<file path="src/design/itoa_pkg.sv">
// Shared types, constants and helper functions for the integer-to-ASCII converter.
// No dependencies; imported by the top level and itoa_divstep.
package itoa_pkg;

	localparam int VALUE_W        = 64;
	localparam int RADIX_W        = 6;
	localparam int ROOM_W         = 7;
	localparam int CHAR_W         = 8;
	localparam int CNT_W          = 7;
	localparam int SHIFT_W        = 3;
	localparam int DIV_BITS       = 8;
	localparam int MAX_DIGITS_DEF = 64;
	localparam int VALUE_BITS_DEF = 64;

	localparam logic [RADIX_W-1:0] RADIX_MIN     = 6'd2;
	localparam logic [RADIX_W-1:0] RADIX_MAX     = 6'd36;
	localparam logic [CHAR_W-1:0]  CH_ZERO       = 8'h30;
	localparam logic [CHAR_W-1:0]  CH_ALPHA_BASE = 8'h57;
	localparam logic [RADIX_W-1:0] DEC_DIGITS    = 6'd10;

	typedef struct packed {
		logic [VALUE_W-1:0] value;
		logic [RADIX_W-1:0] radix;
		logic [ROOM_W-1:0]  room;
	} req_t;

	typedef struct packed {
		logic [CHAR_W-1:0] out_char;
		logic              last_char;
		logic              status;
	} rsp_t;

	function automatic logic [CHAR_W-1:0] digit_char(input logic [RADIX_W-1:0] d);
		logic [CHAR_W-1:0] dx;
		dx = {{(CHAR_W-RADIX_W){1'b0}}, d};
		if (d < DEC_DIGITS) begin
			return CH_ZERO + dx;
		end
		return CH_ALPHA_BASE + dx;
	endfunction

	// Shift amount for power-of-two bases, zero for all others
	function automatic logic [SHIFT_W-1:0] pow2_shift(input logic [RADIX_W-1:0] r);
		logic [SHIFT_W-1:0] s;
		unique case (r)
			6'd2:    s = 3'd1;
			6'd4:    s = 3'd2;
			6'd8:    s = 3'd3;
			6'd16:   s = 3'd4;
			6'd32:   s = 3'd5;
			default: s = 3'd0;
		endcase
		return s;
	endfunction

endpackage

</file>
<file path="src/design/integer_to_ascii_radix_top.sv">
// Top level of the unsigned integer to ASCII converter, bases 2 to 36.
// Depends on itoa_pkg, itoa_ram and itoa_divstep.
//
// Usage: present value, radix and room on req_data with req_valid; the
// transfer happens when req_ready is also high. req_ready is high only while
// the converter is idle. Characters come out on rsp_data, most significant
// digit first, one per rsp transfer; last_char marks the final one. When the
// digits do not fit in room, a single response with status set, out_char 0
// and last_char set is the whole answer. Radix saturates to 2..36, room
// saturates to MAX_DIGITS, value bits above VALUE_BITS are ignored.
// Conversion: power-of-two bases take each digit by mask and shift;
// other bases run each digit through the shared 8-bit divider step,
// 8 bits of the value at a time. Emission then reads the digit RAM at one
// character per cycle while the receiver keeps up; the RAM read data is
// registered before it reaches the output register.
// A stalled receiver holds the output register and pauses RAM reads; no
// character is lost. The next item may be accepted while the final
// character still waits in the output register. Reset returns to idle
// with no response pending; the digit RAM needs no clearing.
module integer_to_ascii_radix_top import itoa_pkg::*; #(
	parameter int MAX_DIGITS = MAX_DIGITS_DEF,
	parameter int VALUE_BITS = VALUE_BITS_DEF
) (
	input  logic clk,
	input  logic arst_n,
	input  logic req_valid,
	output logic req_ready,
	input  req_t req_data,
	output logic rsp_valid,
	input  logic rsp_ready,
	output rsp_t rsp_data
);

	localparam int STEPS  = (VALUE_BITS + DIV_BITS - 1) / DIV_BITS;
	localparam int WORK_W = STEPS * DIV_BITS;
	localparam int AW     = $clog2(MAX_DIGITS);
	localparam int SW     = $clog2(STEPS);

	typedef enum logic [3:0] {
		ST_IDLE   = 4'b0001,
		ST_CONV   = 4'b0010,
		ST_EMIT   = 4'b0100,
		ST_NOROOM = 4'b1000
	} state_t;

	state_t             state_q;
	logic [WORK_W-1:0]  val_q;
	logic [RADIX_W-1:0] rem_q;
	logic [RADIX_W-1:0] radix_q;
	logic [SHIFT_W-1:0] shift_q;
	logic [ROOM_W-1:0]  room_q;
	logic [CNT_W-1:0]   cnt_q;
	logic [SW-1:0]      step_q;
	logic               ovf_q;
	logic               rd_pend_q;
	logic               rd_last_q;
	logic               rsp_valid_q;
	rsp_t               rsp_q;

	logic               accept;
	logic [RADIX_W-1:0] radix_sat;
	logic [ROOM_W-1:0]  room_sat;
	logic [WORK_W-1:0]  div_q;
	logic [RADIX_W-1:0] div_r;
	logic               pow2;
	logic [RADIX_W-1:0] p2_digit;
	logic [WORK_W-1:0]  p2_next;
	logic               digit_done;
	logic [RADIX_W-1:0] digit_val;
	logic [WORK_W-1:0]  next_val;
	logic               store_ok;
	logic               conv_end;
	logic [CNT_W-1:0]   n_next;
	logic               no_room;
	logic               can_load;
	logic               rd_issue;
	logic               rd_load;
	logic               nr_load;
	logic [CNT_W-1:0]   cnt_dec;
	logic [CHAR_W-1:0]  ram_rdata;

	assign req_ready = (state_q == ST_IDLE);
	assign accept    = req_valid && req_ready;

	always_comb begin
		radix_sat = req_data.radix;
		if (req_data.radix < RADIX_MIN) begin
			radix_sat = RADIX_MIN;
		end else if (req_data.radix > RADIX_MAX) begin
			radix_sat = RADIX_MAX;
		end
		room_sat = req_data.room;
		if (req_data.room > ROOM_W'(MAX_DIGITS)) begin
			room_sat = ROOM_W'(MAX_DIGITS);
		end
	end

	itoa_divstep #(
		.WORK_W(WORK_W)
	) u_divstep (
		.q_i  (val_q),
		.r_i  (rem_q),
		.radix(radix_q),
		.q_o  (div_q),
		.r_o  (div_r)
	);

	assign pow2     = (shift_q != '0);
	assign p2_digit = {1'b0, val_q[4:0] & (radix_q[4:0] - 5'd1)};
	assign p2_next  = val_q >> shift_q;

	assign digit_done = (state_q == ST_CONV) && (pow2 || (step_q == SW'(STEPS - 1)));
	assign digit_val  = pow2 ? p2_digit : div_r;
	assign next_val   = pow2 ? p2_next : div_q;
	assign store_ok   = (cnt_q < CNT_W'(MAX_DIGITS));
	assign conv_end   = digit_done && (next_val == '0);
	assign n_next     = cnt_q + CNT_W'(1);
	assign no_room    = ovf_q || !store_ok || (n_next > room_q);

	assign can_load = !rsp_valid_q || rsp_ready;
	assign rd_issue = (state_q == ST_EMIT) && (cnt_q != '0) && (!rd_pend_q || can_load);
	assign rd_load  = (state_q == ST_EMIT) && rd_pend_q && can_load;
	assign nr_load  = (state_q == ST_NOROOM) && can_load;
	assign cnt_dec  = cnt_q - CNT_W'(1);

	itoa_ram #(
		.WIDTH(CHAR_W),
		.DEPTH(MAX_DIGITS)
	) u_store (
		.clk  (clk),
		.we   (digit_done && store_ok),
		.waddr(cnt_q[AW-1:0]),
		.wdata(digit_char(digit_val)),
		.re   (rd_issue),
		.raddr(cnt_dec[AW-1:0]),
		.rdata(ram_rdata)
	);

	// Sequencer
	always_ff @(posedge clk or negedge arst_n) begin
		if (!arst_n) begin
			state_q   <= ST_IDLE;
			cnt_q     <= '0;
			step_q    <= '0;
			ovf_q     <= 1'b0;
			rd_pend_q <= 1'b0;
			rd_last_q <= 1'b0;
		end else begin
			unique case (state_q)
				ST_IDLE: begin
					if (accept) begin
						cnt_q   <= '0;
						step_q  <= '0;
						ovf_q   <= 1'b0;
						state_q <= ST_CONV;
					end
				end
				ST_CONV: begin
					if (digit_done) begin
						step_q <= '0;
						cnt_q  <= n_next;
						if (!store_ok) begin
							ovf_q <= 1'b1;
						end
						if (conv_end) begin
							rd_pend_q <= 1'b0;
							rd_last_q <= 1'b0;
							state_q   <= no_room ? ST_NOROOM : ST_EMIT;
						end
					end else begin
						step_q <= step_q + SW'(1);
					end
				end
				ST_EMIT: begin
					if (rd_issue) begin
						cnt_q     <= cnt_dec;
						rd_pend_q <= 1'b1;
						rd_last_q <= (cnt_q == CNT_W'(1));
					end else if (rd_load) begin
						rd_pend_q <= 1'b0;
					end
					if (rd_load && rd_last_q) begin
						state_q <= ST_IDLE;
					end
				end
				ST_NOROOM: begin
					if (can_load) begin
						state_q <= ST_IDLE;
					end
				end
				default: state_q <= ST_IDLE;
			endcase
		end
	end

	// Working value and remainder, plus the radix, shift and room latched on accept
	always_ff @(posedge clk) begin
		if (accept) begin
			val_q   <= WORK_W'(req_data.value[VALUE_BITS-1:0]);
			rem_q   <= '0;
			radix_q <= radix_sat;
			shift_q <= pow2_shift(radix_sat);
			room_q  <= room_sat;
		end else if (state_q == ST_CONV) begin
			val_q <= next_val;
			// drop the remainder once a digit is taken
			rem_q <= digit_done ? '0 : div_r;
		end
	end

	// Output register
	always_ff @(posedge clk or negedge arst_n) begin
		if (!arst_n) begin
			rsp_valid_q <= 1'b0;
		end else if (rd_load || nr_load) begin
			rsp_valid_q <= 1'b1;
		end else if (rsp_ready) begin
			rsp_valid_q <= 1'b0;
		end
	end

	always_ff @(posedge clk) begin
		if (rd_load) begin
			rsp_q <= '{out_char: ram_rdata, last_char: rd_last_q, status: 1'b0};
		end else if (nr_load) begin
			rsp_q <= '{out_char: '0, last_char: 1'b1, status: 1'b1};
		end
	end

	assign rsp_valid = rsp_valid_q;
	assign rsp_data  = rsp_q;

endmodule

</file>
<file path="src/design/itoa_ram.sv">
// Generic single-write, single-read RAM with registered read data.
// Depends on nothing; holds the converted digits.
module itoa_ram #(
	parameter int WIDTH = 8,
	parameter int DEPTH = 64
) (
	input  logic                     clk,
	input  logic                     we,
	input  logic [$clog2(DEPTH)-1:0] waddr,
	input  logic [WIDTH-1:0]         wdata,
	input  logic                     re,
	input  logic [$clog2(DEPTH)-1:0] raddr,
	output logic [WIDTH-1:0]         rdata
);

	logic [WIDTH-1:0] mem [DEPTH];
	logic [WIDTH-1:0] rdata_q;

	always_ff @(posedge clk) begin
		if (we) begin
			mem[waddr] <= wdata;
		end
		if (re) begin
			rdata_q <= mem[raddr];
		end
	end

	assign rdata = rdata_q;

endmodule

</file>
<file path="src/design/itoa_divstep.sv">
// Shared divider step: DIV_BITS bits of restoring long division by the radix.
// Depends on itoa_pkg.
module itoa_divstep import itoa_pkg::*; #(
	parameter int WORK_W = 64
) (
	input  logic [WORK_W-1:0]  q_i,
	input  logic [RADIX_W-1:0] r_i,
	input  logic [RADIX_W-1:0] radix,
	output logic [WORK_W-1:0]  q_o,
	output logic [RADIX_W-1:0] r_o
);

	always_comb begin
		logic [WORK_W-1:0]  q;
		logic [RADIX_W:0]   r7;
		logic [RADIX_W-1:0] r;
		q = q_i;
		r = r_i;
		for (int i = 0; i < DIV_BITS; i++) begin
			// remainder stays below the radix, so one more bit fits in RADIX_W+1
			r7 = {r, q[WORK_W-1]};
			q  = {q[WORK_W-2:0], 1'b0};
			if (r7 >= {1'b0, radix}) begin
				r7   = r7 - {1'b0, radix};
				q[0] = 1'b1;
			end
			r = r7[RADIX_W-1:0];
		end
		q_o = q;
		r_o = r;
	end

endmodule

</file>
<file path="config.mk">
export PLATFORM = sky130hd
export DESIGN_NAME = integer_to_ascii_radix_top
export DESIGN_NICKNAME = d
export VERILOG_FILES = /design/src/design/itoa_pkg.sv /design/src/design/integer_to_ascii_radix_top.sv /design/src/design/itoa_ram.sv /design/src/design/itoa_divstep.sv
export SDC_FILE = /design/constraint.sdc
export NUM_CORES = 1
export LEC_CHECK = 0
export BUFFER_PORTS_ARGS = -buffer_cell sky130_fd_sc_hd__buf_2
export CORE_UTILIZATION = 40
export CTS_CLUSTER_DIAMETER = 150
export DETAILED_ROUTE_END_ITERATION = 12
export HOLD_SLACK_MARGIN = 0.1
export MAX_ROUTING_LAYER = met4
export SLEW_MARGIN = 40
export SYNTH_ARGS = -nofsm -noshare
export SYNTH_HDL_FRONTEND = slang
export SYNTH_SLANG_ARGS = --single-unit
</file>
<file path="constraint.sdc">
create_clock -name clk -period 56.6 [get_ports clk]
set_clock_uncertainty 0.05 [all_clocks]
set_input_delay 2.83 -clock clk [delete_from_list [all_inputs] [get_ports clk]]
set_output_delay 2.83 -clock clk [all_outputs]
set_load 0.02 [all_outputs]
</file>
==> Word-level counts from Yosys, hierarchy flattened <==
Memories as Yosys holds them, arrays and structs flattened. A register that Yosys moved wholly into a read port is not among the register bits.
Index checks and enable logic that the tools add are counted.
{ "totals": {"regBits": 114, "ram_bits": 512, "in_bits": 81, "out_inout_bits": 12, "word_cells": 157, "memories": 1} }
{ "memory_table": {"columns": ["name", "depth", "width", "read_ports", "rd_ports_with_merged_regs", "wr", "line", "rtl"], "rows": [
  ["u_store.mem", 64, 8, 1, 1, 1, "itoa_ram.sv:16", "logic [WIDTH-1:0] mem [DEPTH];"]
]} }
{ "op_classes": {"add_sub_neg": 14, "order_cmp": 14, "eq_ne": 19, "n_shift": 1, "muxes": 58, "n_bitwise": 1, "n_reduce_logical": 34} }
{ "ops": {"columns": ["op", "count"], "rows": [
  ["64-bit two-way mux", 3],
  ["6-bit two-way mux", 12],
  ["64-bit logical NOT", 1],
  ["64-bit by 3-bit right shift with 64-bit output", 1],
  ["7-bit by 6-bit greater-or-equal comparator with 1-bit output", 8],
  ["6-bit subtractor", 8],
  ["4-bit two-way mux", 6],
  ["1-bit two-way mux", 21],
  ["7-bit two-way mux", 3],
  ["7-bit one-hot mux with 3 select lines", 1],
  ["10-bit two-way mux", 2],
  ["8-bit two-way mux", 2],
  ["4-bit one-hot mux with 4 select lines", 1],
  ["4-bit AND reduction", 4],
  ["3-bit one-hot mux with 5 select lines", 1],
  ["1-bit logical AND", 10],
  ["2-bit != test, second input constant", 5],
  ["2-bit nonzero test", 5],
  ["7-bit by 6-bit adder with 8-bit output, first input constant", 1],
  ["6-bit by 6-bit adder with 7-bit output, first input constant", 1],
  ["7-bit by 1-bit adder with 7-bit output, second input constant", 1],
  ["7-bit by 1-bit equality test with 1-bit output, second input constant", 1],
  ["7-bit greater-than comparator", 1],
  ["7-bit greater-than comparator, second input constant", 1],
  ["other kinds (29)", 41]
]} }

==> Longest topological paths before layout <==
Gate-level depths: netlist (run 1).
{ "depth": {"depth_word": 22, "mapped_depth": 85, "ltp_nobuf": 77} }

==> By module <==
A second synthesis (run 1) with hierarchy kept.
{ "hier_totals": {"cells_unflattened": 2265, "hier_area_um2": 31951.9} }
{ "modules_own_cells": {"columns": ["module", "n_inst", "cells_per_inst", "area_each_um2"], "rows": [
  ["itoa_ram", 1, 940, 20246.9],
  ["integer_to_ascii_radix_top", 1, 909, 8488.1],
  ["itoa_divstep", 1, 416, 3216.8]
]} }

==> Worst setup path before layout (run 1) <==
OpenSTA, ideal clock, no wires.
{ "synth_path": {"path_kind": "flip-flop to flip-flop", "start": "register radix_q[1]", "end": "memory u_store.mem[0][6], data pin", "setup_time_ps": 740, "arrival_time_ps": 19387, "t_required_ps": 55810, "path_slack_ps": 36423, "stages_incl_launch_ff": 79, "path_buffers": 6, "period_less_slack_ps": 20177, "path_cell_list": "edfxtp_1 > inv_1 > ha_1 > a211oi_1 > o21ai_2 > mux2_4 > ha_1 > o21ai_1 > nor2b_1 > o31ai_1 > nor2_1 > clkbuf_1 > mux2_2 > ha_1 > a211oi_1 > nand2_1 > o22a_1 > or2_1 > (+43 left out) > o211ai_1 > a21boi_0 > ha_1 > nor2b_1 > o21ai_0 > nand2b_1 > a21o_1 > a21o_1 > a31o_2 > a21o_1 > a221oi_4 > buf_4 > o21ai_0 > a21oi_1 > ha_1 > nor2b_1 > nor2_1 > a221oi_1"} }
{ "synth_between": {"elab_chain_cells": 20} }
{ "synth_lines": {"columns": ["item", "line", "rtl"], "rows": [
  ["start: declaration", "integer_to_ascii_radix_top.sv:49", "logic [RADIX_W-1:0] radix_q;"],
  ["start signal: assignment", "integer_to_ascii_radix_top.sv:201", "radix_q <= radix_sat;"],
  ["6-bit subtractor or 7-bit by 6-bit greater-or-equal comparator with 1-bit output (tied branches)", "itoa_divstep.sv:24, itoa_divstep.sv:23", null],
  ["6-bit two-way mux", "itoa_divstep.sv:23", "if (r7 >= {1'b0, radix}) begin"],
  ["6-bit subtractor or 7-bit by 6-bit greater-or-equal comparator with 1-bit output (tied branches)", "itoa_divstep.sv:24, itoa_divstep.sv:23", null],
  ["6-bit two-way mux", "itoa_divstep.sv:23", null],
  ["6-bit subtractor or 7-bit by 6-bit greater-or-equal comparator with 1-bit output (tied branches)", "itoa_divstep.sv:24, itoa_divstep.sv:23", null],
  ["6-bit two-way mux", "itoa_divstep.sv:23", null],
  ["6-bit subtractor or 7-bit by 6-bit greater-or-equal comparator with 1-bit output (tied branches)", "itoa_divstep.sv:24, itoa_divstep.sv:23", null],
  ["6-bit two-way mux", "itoa_divstep.sv:23", null],
  ["(+5 left out)", null, null],
  ["6-bit two-way mux", "itoa_divstep.sv:23", null],
  ["6-bit subtractor or 7-bit by 6-bit greater-or-equal comparator with 1-bit output (tied branches)", "itoa_divstep.sv:24, itoa_divstep.sv:23", null],
  ["6-bit two-way mux", "itoa_divstep.sv:23", null],
  ["6-bit two-way mux (*)", "integer_to_ascii_radix_top.sv:113", "assign digit_val = pow2 ? p2_digit : div_r;"],
  ["6-bit by 6-bit adder with 7-bit output or 6-bit by 4-bit < comparator with 1-bit output (tied branches)", "itoa_pkg.sv:37, itoa_pkg.sv:36", null],
  ["8-bit two-way mux or 1-bit two-way mux (tied branches)", "itoa_pkg.sv:36", "if (d < DEC_DIGITS) begin"],
  ["8-bit two-way mux (*)", "itoa_pkg.sv:39", "return CH_ALPHA_BASE + dx;"],
  ["via u_store.wdata[6]", "itoa_ram.sv:10", "input logic [WIDTH-1:0] wdata,"],
  ["end: declaration", "itoa_ram.sv:16", null]
]} }
Mark *: on every way through the listed nets, which the timed path passes. The rest lies on a longest branch. The select of a mux whose other input is x is not followed.

==> Final worst setup path (run 1) <==
{ "layout_path": {"start": "register radix_q[4]", "end": "memory u_store.mem[23][3], data pin"} }
{ "layout_between": {"elab_chain_cells": 20} }
{ "layout_lines": {"columns": ["item", "line"], "rows": [
  ["6-bit subtractor or 7-bit by 6-bit greater-or-equal comparator with 1-bit output (tied branches)", "itoa_divstep.sv:24, itoa_divstep.sv:23"],
  ["6-bit two-way mux", "itoa_divstep.sv:23"],
  ["6-bit subtractor or 7-bit by 6-bit greater-or-equal comparator with 1-bit output (tied branches)", "itoa_divstep.sv:24, itoa_divstep.sv:23"],
  ["6-bit two-way mux", "itoa_divstep.sv:23"],
  ["7-bit by 6-bit greater-or-equal comparator with 1-bit output or 6-bit subtractor (tied branches)", "itoa_divstep.sv:23, itoa_divstep.sv:24"],
  ["6-bit two-way mux", "itoa_divstep.sv:23"],
  ["6-bit subtractor or 7-bit by 6-bit greater-or-equal comparator with 1-bit output (tied branches)", "itoa_divstep.sv:24, itoa_divstep.sv:23"],
  ["6-bit two-way mux", "itoa_divstep.sv:23"],
  ["(+5 left out)", null],
  ["6-bit two-way mux", "itoa_divstep.sv:23"],
  ["7-bit by 6-bit greater-or-equal comparator with 1-bit output or 6-bit subtractor (tied branches)", "itoa_divstep.sv:23, itoa_divstep.sv:24"],
  ["6-bit two-way mux", "itoa_divstep.sv:23"],
  ["6-bit two-way mux (*)", "integer_to_ascii_radix_top.sv:113"],
  ["6-bit by 6-bit adder with 7-bit output or 6-bit by 4-bit < comparator with 1-bit output (tied branches)", "itoa_pkg.sv:37, itoa_pkg.sv:36"],
  ["8-bit two-way mux or 1-bit two-way mux (tied branches)", "itoa_pkg.sv:36"],
  ["8-bit two-way mux (*)", "itoa_pkg.sv:39"],
  ["via u_store.wdata[3]", "itoa_ram.sv:10"]
]} }
Marks and branches as above.

==> run_results.csv, run 1 <==
group,metric,value,unit
detailed_routing,wl_per_cell,24.3,um
clocking,clock_path_buffers,3,
synth,synthTopCellsByArea,"edfxtp_1, mux4_2, nor2_1",
synth,ys_top_cells_by_count,"edfxtp_1, nor2_1, mux4_2",
detailed_routing,vias_per_cell,5.82,
timing,fmax,0.0482,GHz
final_layout,drive_above_1_share,23.4,%
place,gp_congestion,0.908,
timing,fin_crit_sh,36.6,%
synth,synthCells,2090,
clocking,cts_buffers,69,
place,dpl_cell_area,32600,um2
global_route,grt_pass1_vias,18745,
detailed_routing,ant_nets,0,
final_layout,register_area,18900,um2
floorplanning,dieHeight,280,um
final_layout,fillers,6628,
timing,max_slew_margin,41.3,%
synth,synth_fp_nets,2245,
clocking,root_buffer,"clkbuf_16",
detailed_routing,drt-initial-drc-count,1877,
setup_path,r2r_end,"u_store.mem[23][3]",
timing,whs,0.424,ns
clocking,insertion_delay,0.63,ns
clocking,cts_tree,"yes",
synth,async_flop_share,2.84,%
clocking,cts_hold_buf,0,
floorplanning,num_io_pins,93,
global_route,grt_use_total,20.8,%
final_layout,diodes,0,
synth,yosysTopAreaCell,"edfxtp_1",
place,dp.cells,3125,
setup_path,critical_path_required,56.86,ns
global_route,overflow,0,
floorplanning,std_cell_rows,101,
detailed_routing,drt_wl_total,78900,um
setup_path,worstSetupStartpointType,"flip-flop",
final_layout,syn_to_final_growth,13.0,%
setup_path,rrSetupSlack,35.87,ns
clocking,cts_setup_buffers,0,
setup_path,path_max_fanout,64,
synth,ys_ff_latch,634,
setup_path,critical_path_arrival,20.98,ns
synth,synth_top_area_share,59.1,%
setup_path,worstReg2RegStart,"radix_q[4]",
synth,synth-main-ff-cell,"edfxtp_1",
setup_path,cp_slowest_cell,"a2111oi_1",
hold_path,holdCritPathClass,"reg2reg",
setup_path,cpMostUsedCell,"ha_1",
timing,hold_viol_final,0,
synth,netlist_area,30900,um2
detailed_routing,firstDrtPassIters,5,
synth,synth_edf_count,609,
synth,yosysWarnings,0,
outcome,status,"finished clean",
timing,worstMarginPinSlew,0.881,ns
clocking,cts_resized,0,
detailed_routing,drc,0,
floorplanning,die_w,280,um
place,port_buffers,92,
place,dpl.hpwl,52900,um
clocking,clock-sinks,634,
global_route,grt_max_degree,79,
synth,synthDistinctLibCells,93,
synth,syn_area_per_cell,14.8,um2
setup_path,max_stage_delay,0.68,ns
clocking,clkSlewWorstSetupHoldPaths,0.06,ns
synth,yosysSeqAreaShare,61.0,%
final_layout,final_cells,3248,
clocking,cts-htree-levels,3,
global_route,grt_pass1_wl,119000,um
final_layout,nets,2322,
setup_path,critPathTopFamily,"compound AO/OA/AOI/OAI gates",
setup_path,critPathKind,"reg2reg",
floorplanning,die_area,78500,um2
setup_path,crit_buf_inv,4,
flow_run,cap_viol_max_count,0,
timing,fin_setup_tns,0,ns
detailed_routing,via_count,18910,
timing,rsz0062_at_grt,"no",
timing,finalSetupViolCount,0,
setup_path,crit_path_end,"u_store.mem[23][3]",
global_route,grt_antenna_before_repair,0,
floorplanning,initial_core_util,40.6,%
synth,synth_most_common_cell,"edfxtp_1",
setup_path,cp-startpoint,"radix_q[4]",
final_layout,final_area,35000,um2
timing,min_period,20.73,ns
setup_path,rr_worst_depth,73,
setup_path,endpoint_kind,"flip-flop",
final_layout,multi_input_area,11600,um2
timing,slew_violations,0,
floorplanning,core,76200,um2
setup_path,cp.depth,73,
-- through the flow --
stage | worst slack, ns | util (%)
2_1_floorplan | 36.42 | -
3_3_place_gp | 36.41 | 42.8
3_5_place_dp | 35.86 | 42.8
4_1_cts | 35.82 | 45.8
5_1_grt | 34.28 | 45.9
6_report | 35.87 | 45.9
-- logic make-up after synthesis --
group / synth area share (%)
DFF: 61.0
xor gates and xnor gates: 1.10
buffers and inverters: 2.30
muxes: 16.0
AOI/OAI and AO/OA: 9.03
and+or+nand+nor: 7.28
adders and majority gates: 3.25
-- routing by layer --
metal / wire, um / up-vias / global-route usage (%)
li1: - / 8450 / -
met1: 33700 / 9634 / 27.5
met2: 38100 / 687 / 32.8
met3: 4540 / 139 / 3.33
met4: 2480 / 0 / 6.84
met5: 0 / - / -
-- state kept, by name, indices dropped and copies added (netlist names) --
name and count:
rd_last_q 1, rd_pend_q 1, step_q 3, u_store.rdata 8
rsp_data 10, state_q 4, shift_q 3, val_q 64
room_q 7, radix_q 6, rem_q 6, rsp_valid 1
ovf_q 1, u_store.mem 512, cnt_q 7
-- tightest hold or removal path: stages (launching register included) --
cell and delay [ns]:
dfxtp_1 0.33, a21oi_1 0.04, nor2_1 0.07
-- worst min path at each step --
| stage | from | end | slack [ns] | depth (start not counted) |
|---|---|---|---|---|
| after global placement | rsp_data[0] | rsp_data[0] | 0.41 | 2 |
| after CTS | rsp_data[0] | rsp_data[0] | 0.43 | 2 |
| after floorplan | rem_q[4] | rem_q[4] | 0.40 | 2 |
| final | rsp_data[0] | rsp_data[0] | 0.42 | 2 |
| after global routing | rsp_data[0] | rsp_data[0] | 0.46 | 2 |
| after detailed placement | rsp_data[0] | rsp_data[0] | 0.41 | 2 |
-- cell type report --
type	instances	area share, %
Timing Repair Buffer	124	2.05
Sequential cell	634	54.0
Clock inverter	40	1.27
Clock buffer	82	5.14
Multi-Input combinational cell	1276	33.2
Inverter	62	0.666
Tap cell	1030	3.69
-- layout by cell type, fill, tap and decap left out, types with 40 or more instances in the layout --
cell type  Yosys  routed
clkbuf_16      0      70
inv_1         61      60
a221oi_1      42      40
mux2_2        44      44
mux4_2       173     173
nand2_1       72      70
buf_2          2      92
a21oi_1      136     135
ha_1          66      65
nor2_1       243     216
mux2i_1       49      48
o21ai_0       46      45
edfxtp_1     609     609
Power of run 1 is left out: the tool's default activity adds up to more than one toggle a clock period on the data nets, which glitch-free logic cannot reach.
==> inputs of run 2 (changes only) <==
--- a/config.mk
+++ b/config.mk
@@ -5,6 +5,7 @@
 export SDC_FILE = /design/constraint.sdc
 export NUM_CORES = 1
 export LEC_CHECK = 0
+export ABC_AREA = 1
 export BUFFER_PORTS_ARGS = -buffer_cell sky130_fd_sc_hd__buf_2
 export CORE_UTILIZATION = 40
 export CTS_CLUSTER_DIAMETER = 150
==> constraint.sdc (replaced) <==
create_clock -name clk -period 17.75 [get_ports clk]
set_clock_uncertainty 0.05 [all_clocks]
set_input_delay 0.8875 -clock clk [delete_from_list [all_inputs] [get_ports clk]]
set_output_delay 0.8875 -clock clk [all_outputs]
set_load 0.02 [all_outputs]
==> run 2 against run 1 <==
- cell area grew 1.8%
- global-route usage grew 2.2 points
- count of clock-buffer cells in the layout grew 7
==> run_results.csv, run 2 <==
group,metric,value,unit
outcome,status,"finished clean",
timing,hold_viol_final,0,
hold_path,holdCritPathClass,"in2async",
synth,ys_ff_latch,634,
detailed_routing,drt_wl_total,89500,um
clocking,root_buffer,"clkbuf_16",
clocking,insertion_delay,0.61,ns
clocking,cts_tree,"yes",
floorplanning,std_cell_rows,102,
final_layout,fillers,7219,
clocking,cts_buffers,70,
clocking,cts_hold_buf,0,
timing,max_slew_margin,42.7,%
floorplanning,die_area,79700,um2
floorplanning,core,77600,um2
floorplanning,initial_core_util,40.5,%
synth,synthCells,2983,
detailed_routing,vias_per_cell,5.64,
synth,synth_most_common_cell,"edfxtp_1",
place,port_buffers,92,
setup_path,critPathTopFamily,"compound AO/OA/AOI/OAI gates",
timing,fin_setup_tns,0,ns
setup_path,rrSetupSlack,1.80,ns
global_route,grt_max_degree,154,
global_route,grt_pass1_vias,22470,
final_layout,top_register,"u_store.mem",
place,dpl.hpwl,57100,um
final_layout,final_common_cell,"edfxtp_1",
timing,fmax,0.0627,GHz
synth,synth_fp_nets,3138,
synth,ys_top_cells_by_count,"edfxtp_1, nand2_1, nor2_1",
synth,netlist_area,31400,um2
setup_path,cp_slowest_cell,"xor2_4",
setup_path,cpMostUsedCell,"nand2_1",
flow_run,cap_viol_max_count,0,
timing,finalSetupViolCount,0,
timing,min_period,15.95,ns
floorplanning,num_io_pins,93,
timing,worstMarginPinSlew,0.857,ns
final_layout,syn_to_final_growth,13.3,%
final_layout,diodes,0,
global_route,overflow,0,
global_route,grt_use_total,23.0,%
timing,rsz0062_at_grt,"no",
synth,synth_edf_count,609,
final_layout,final_cell_mix,"edfxtp_1, nand2_1, nor2_1",
final_layout,drive_above_1_share,12.1,%
setup_path,critical_path_arrival,16.28,ns
clocking,cts_resized,0,
detailed_routing,drc,0,
clocking,cts_setup_buffers,0,
setup_path,crit_buf_inv,16,
clocking,cts-htree-levels,3,
setup_path,critical_path_required,18.08,ns
floorplanning,die_w,282,um
synth,synth-main-ff-cell,"edfxtp_1",
setup_path,critPathKind,"reg2reg",
synth,yosysWarnings,0,
final_layout,largest_register_ffs,512,
detailed_routing,ant_nets,0,
synth,yosysSeqAreaShare,60.1,%
detailed_routing,via_count,23304,
synth,synthTopCellsByArea,"edfxtp_1, nand2_1, nor2_1",
floorplanning,dieHeight,282,um
final_layout,nets,3190,
synth,synth_top_area_share,58.2,%
detailed_routing,firstDrtPassIters,5,
setup_path,path_max_fanout,34,
timing,slew_violations,0,
setup_path,worstSetupStartpointType,"flip-flop",
synth,synthDistinctLibCells,56,
global_route,grt_antenna_before_repair,0,
synth,yosysTopAreaCell,"edfxtp_1",
global_route,grt_pass1_wl,136000,um
clocking,clock-sinks,634,
timing,fin_crit_sh,89.9,%
place,gp_congestion,0.959,
detailed_routing,drt-initial-drc-count,2279,
detailed_routing,wl_per_cell,21.7,um
setup_path,endpoint_kind,"flip-flop",
synth,syn_area_per_cell,10.5,um2
synth,async_flop_share,2.84,%
clocking,clkSlewWorstSetupHoldPaths,0.06,ns
setup_path,max_stage_delay,0.40,ns
clocking,clock_path_buffers,3,
## run 2: cell types whose count changed in the layout (fill, tap and decap cells not counted), moves of 118 or more
cell,before,now
nor2_1,216,351
o221ai_1,3,121
inv_1,60,212
nand2_1,70,508
mux4_2,173,0
o21ai_0,45,294
## run 2: final cells by class
cell class	instances	area (um2)	area share, %
clock inverters	37	400	1.13
well taps	1040	1300	3.66
flip-flops and latches	634	18900	53.1
inverters	231	878	2.47
repair buffers	141	907	2.55
multi-input cells	1957	11300	31.9
clock buffers	89	1870	5.27
## run 2: metrics by stage
step | instance area [um2] | hold slack (ns) | utilization [%] | setup slack (ns) | instances
after floorplan | 31400 | 0.391 | - | 2.45 | 2983
after global placement | 33000 | 0.408 | 42.5 | 2.24 | 3993
after detailed placement | 33200 | 0.408 | 42.8 | 1.78 | 3995
after CTS | 35500 | 0.155 | 45.7 | 1.70 | 4121
after global routing | 35600 | 0.182 | 45.9 | 0.0408 | 4129
final | 35600 | 0.174 | 45.9 | 1.80 | 4129
## run 2: path summary, 6_finish.rpt
path | from | endpoint | depth (start not counted)
worst min-delay path | arst_n | cnt_q[5] | 1
worst min register to register | rd_pend_q | rd_pend_q | 2
worst max-delay path | radix_q[5] | u_store.mem[36][0] | 98
worst max register to register | radix_q[5] | u_store.mem[36][0] | 98
min in group clk | req_valid | state_q[0] | 2
max in group asynchronous | arst_n | cnt_q[0] | 1
## run 2: logic make-up after synthesis
kind of cell	synth area share [%]
simple gates	15.2
xor+xnor	0.948
compound gates	12.3
buf+inv	4.74
flops	60.1
mux	3.60
fa+ha+maj	3.14
## run 2: metal layers
metal  up-vias  share of wire (%)  routed length, um  track usage, %
met5         -                  0                  0               -
met4         0                4.2               3750            8.98
met3       214                6.0               5390            3.13
met2       883                 49              43500            38.0
met1     11395                 41              36900            28.7
li1      10812                  -                  -               -
Power of run 2 is left out for the same reason.
==> inputs of run 3 (changes only) <==
--- a/config.mk
+++ b/config.mk
@@ -7,8 +7,10 @@
 export LEC_CHECK = 0
 export ABC_AREA = 1
 export BUFFER_PORTS_ARGS = -buffer_cell sky130_fd_sc_hd__buf_2
+export CORE_ASPECT_RATIO = 2
 export CORE_UTILIZATION = 40
 export CTS_CLUSTER_DIAMETER = 150
+export CTS_CLUSTER_SIZE = 25
 export DETAILED_ROUTE_END_ITERATION = 12
 export HOLD_SLACK_MARGIN = 0.1
 export MAX_ROUTING_LAYER = met4
==> constraint.sdc (replaced) <==
create_clock -name clk -period 17.4 [get_ports clk]
set_clock_uncertainty 0.05 [all_clocks]
set_input_delay 0.87 -clock clk [delete_from_list [all_inputs] [get_ports clk]]
set_output_delay 0.87 -clock clk [all_outputs]
set_load 0.02 [all_outputs]
==> run 3 against run 2 <==
- fmax rose by 1.5%
- cell area down 4.3%
- worst setup slack got worse by 0.11 ns
- count of clock-buffer cells in the layout down 51
- utilization shrank 2.1 points
- critical path depth shrank 2
- sequential share of layout area is 2.4 points higher
- via count is 1.2% lower
- global-route usage grew 1.3 points
- highest routed layer unchanged
==> run_results.csv, run 3 (same netlist as run 2, synthesis figures left out) <==
group,metric,value,unit
outcome,status,"finished clean",
final_layout,largest_register_ffs,512,
clocking,clock_path_buffers,3,
detailed_routing,vias_per_cell,5.72,
setup_path,cp_slowest_cell,"a21oi_4",
setup_path,max_stage_delay,0.56,ns
timing,finalSetupViolCount,0,
timing,fmax,0.0637,GHz
final_layout,top_register,"u_store.mem",
floorplanning,initial_core_util,40.4,%
clocking,cts_tree,"yes",
global_route,grt_use_total,24.3,%
flow_run,cap_viol_max_count,0,
timing,fin_setup_tns,0,ns
global_route,grt_max_degree,145,
global_route,grt_pass1_wl,142000,um
detailed_routing,drt_wl_total,95500,um
final_layout,nets,3142,
timing,max_slew_margin,30.0,%
floorplanning,std_cell_rows,145,
clocking,cts_hold_buf,0,
final_layout,multi_input_area,11300,um2
timing,min_period,15.71,ns
final_layout,drive_above_1_share,9.95,%
global_route,use_met2,45.7,%
setup_path,cpMostUsedCell,"nand2_1",
clocking,cts-htree-levels,1,
place,dpl.hpwl,66400,um
clocking,insertion_delay,0.66,ns
hold_path,holdCritPathClass,"in2async",
detailed_routing,drt-initial-drc-count,1898,
floorplanning,die_w,200,um
setup_path,endpoint_kind,"flip-flop",
final_layout,fillers,7320,
setup_path,path_max_fanout,40,
timing,fin_crit_sh,90.3,%
final_layout,syn_to_final_growth,8.44,%
floorplanning,core,77800,um2
floorplanning,num_io_pins,93,
setup_path,critical_path_required,17.80,ns
floorplanning,die_area,79700,um2
global_route,grt_most_used_layer,"met2",
timing,rsz0062_at_grt,"no",
detailed_routing,drc,0,
global_route,grt_antenna_before_repair,1,
timing,worstMarginPinSlew,1.05,ns
clocking,cts_buffers,29,
setup_path,critPathKind,"reg2reg",
setup_path,worstSetupStartpointType,"flip-flop",
clocking,root_buffer,"clkbuf_16",
clocking,clock-sinks,634,
detailed_routing,firstDrtPassIters,7,
global_route,grt_pass1_vias,23208,
global_route,gr-usage-met1,23.2,%
global_route,overflow,0,
clocking,clkSlewWorstSetupHoldPaths,0.12,ns
detailed_routing,ant_nets,0,
timing,slew_violations,0,
place,port_buffers,92,
final_layout,final_cell_mix,"edfxtp_1, nand2_1, nor2_1",
global_route,grt_util_met3,2.00,%
final_layout,register_area,18900,um2
final_layout,final_common_cell,"edfxtp_1",
place,gp_congestion,1.05,
floorplanning,dieHeight,398,um
detailed_routing,via_count,23024,
setup_path,critical_path_arrival,16.10,ns
detailed_routing,wl_per_cell,23.7,um
timing,hold_viol_final,0,
setup_path,critPathTopFamily,"compound AO/OA/AOI/OAI gates",
setup_path,crit_buf_inv,15,
==> run 3: changes by cell type in the layout (fill, tap and decap cells not counted), sizes merged <==
cell	delta
clkinv	-29
diode	+1
xor2	-1
clkinvlp	-1
buf	-6
bufinv	-5
clkbuf	-51
==> run 3: timing repair <==
item / CTS / global route
gates resized for setup: 0 / 7
setup buffers: 0 / 2
setup endpoints to repair: 0 / 487
==> run 3: cell type report <==
type | count | area share, %
sequential | 634 | 55.4
inverter | 231 | 2.56
tap | 1029 | 3.78
clock buffer | 38 | 2.23
multi-input combinational | 1956 | 33.3
timing repair buffer | 135 | 2.64
clock inverter | 2 | 0.107
antenna | 1 | 0.00735
==> run 3: routing by layer <==
metal | share of wire, % | up-vias
met3 | 4.3 | 292
li1 | - | 10661
met4 | 8.2 | 0
met5 | 0 | -
met1 | 33 | 11194
met2 | 54 | 877
==> run 3: final timing paths <==
check | from | to | slack (ns) | depth (start not counted)
worst min-delay path | arst_n | rsp_valid | 0.13 | 1
worst min register to register | rd_pend_q | rd_pend_q | 0.44 | 2
worst max register to register | radix_q[5] | u_store.mem[36][7] | 1.69 | 96
max in group asynchronous | arst_n | cnt_q[0] | 16.78 | 1
worst max-delay path | radix_q[5] | u_store.mem[36][7] | 1.69 | 96
min in group clk | req_data[52] | val_q[39] | 0.42 | 3
==> run 3: worst reg2reg max path: cells and delay by family, from the launching register on <==
kind / cells / cell delay, ns
fa+ha+maj: 9 / 2.77
flops: 1 / 0.37
buf+inv: 15 / 1.85
simple gates: 46 / 4.74
compound gates: 26 / 5.69
==> run 3: per-stage QoR <==
stage                     utilization, %  area, um2  worst slack, ns  std cells  hold slack (ns)
after floorplan                        -      31400             2.10       2983            0.391
after global placement              42.4      33000             1.35       3979            0.410
after detailed placement            42.6      33200             1.37       3981            0.416
after CTS                           43.6      34000             1.27       4021            0.122
after global routing                43.8      34100           0.0328       4025            0.158
final                               43.8      34100             1.69       4026            0.133
Power of run 3 is left out for the same reason.
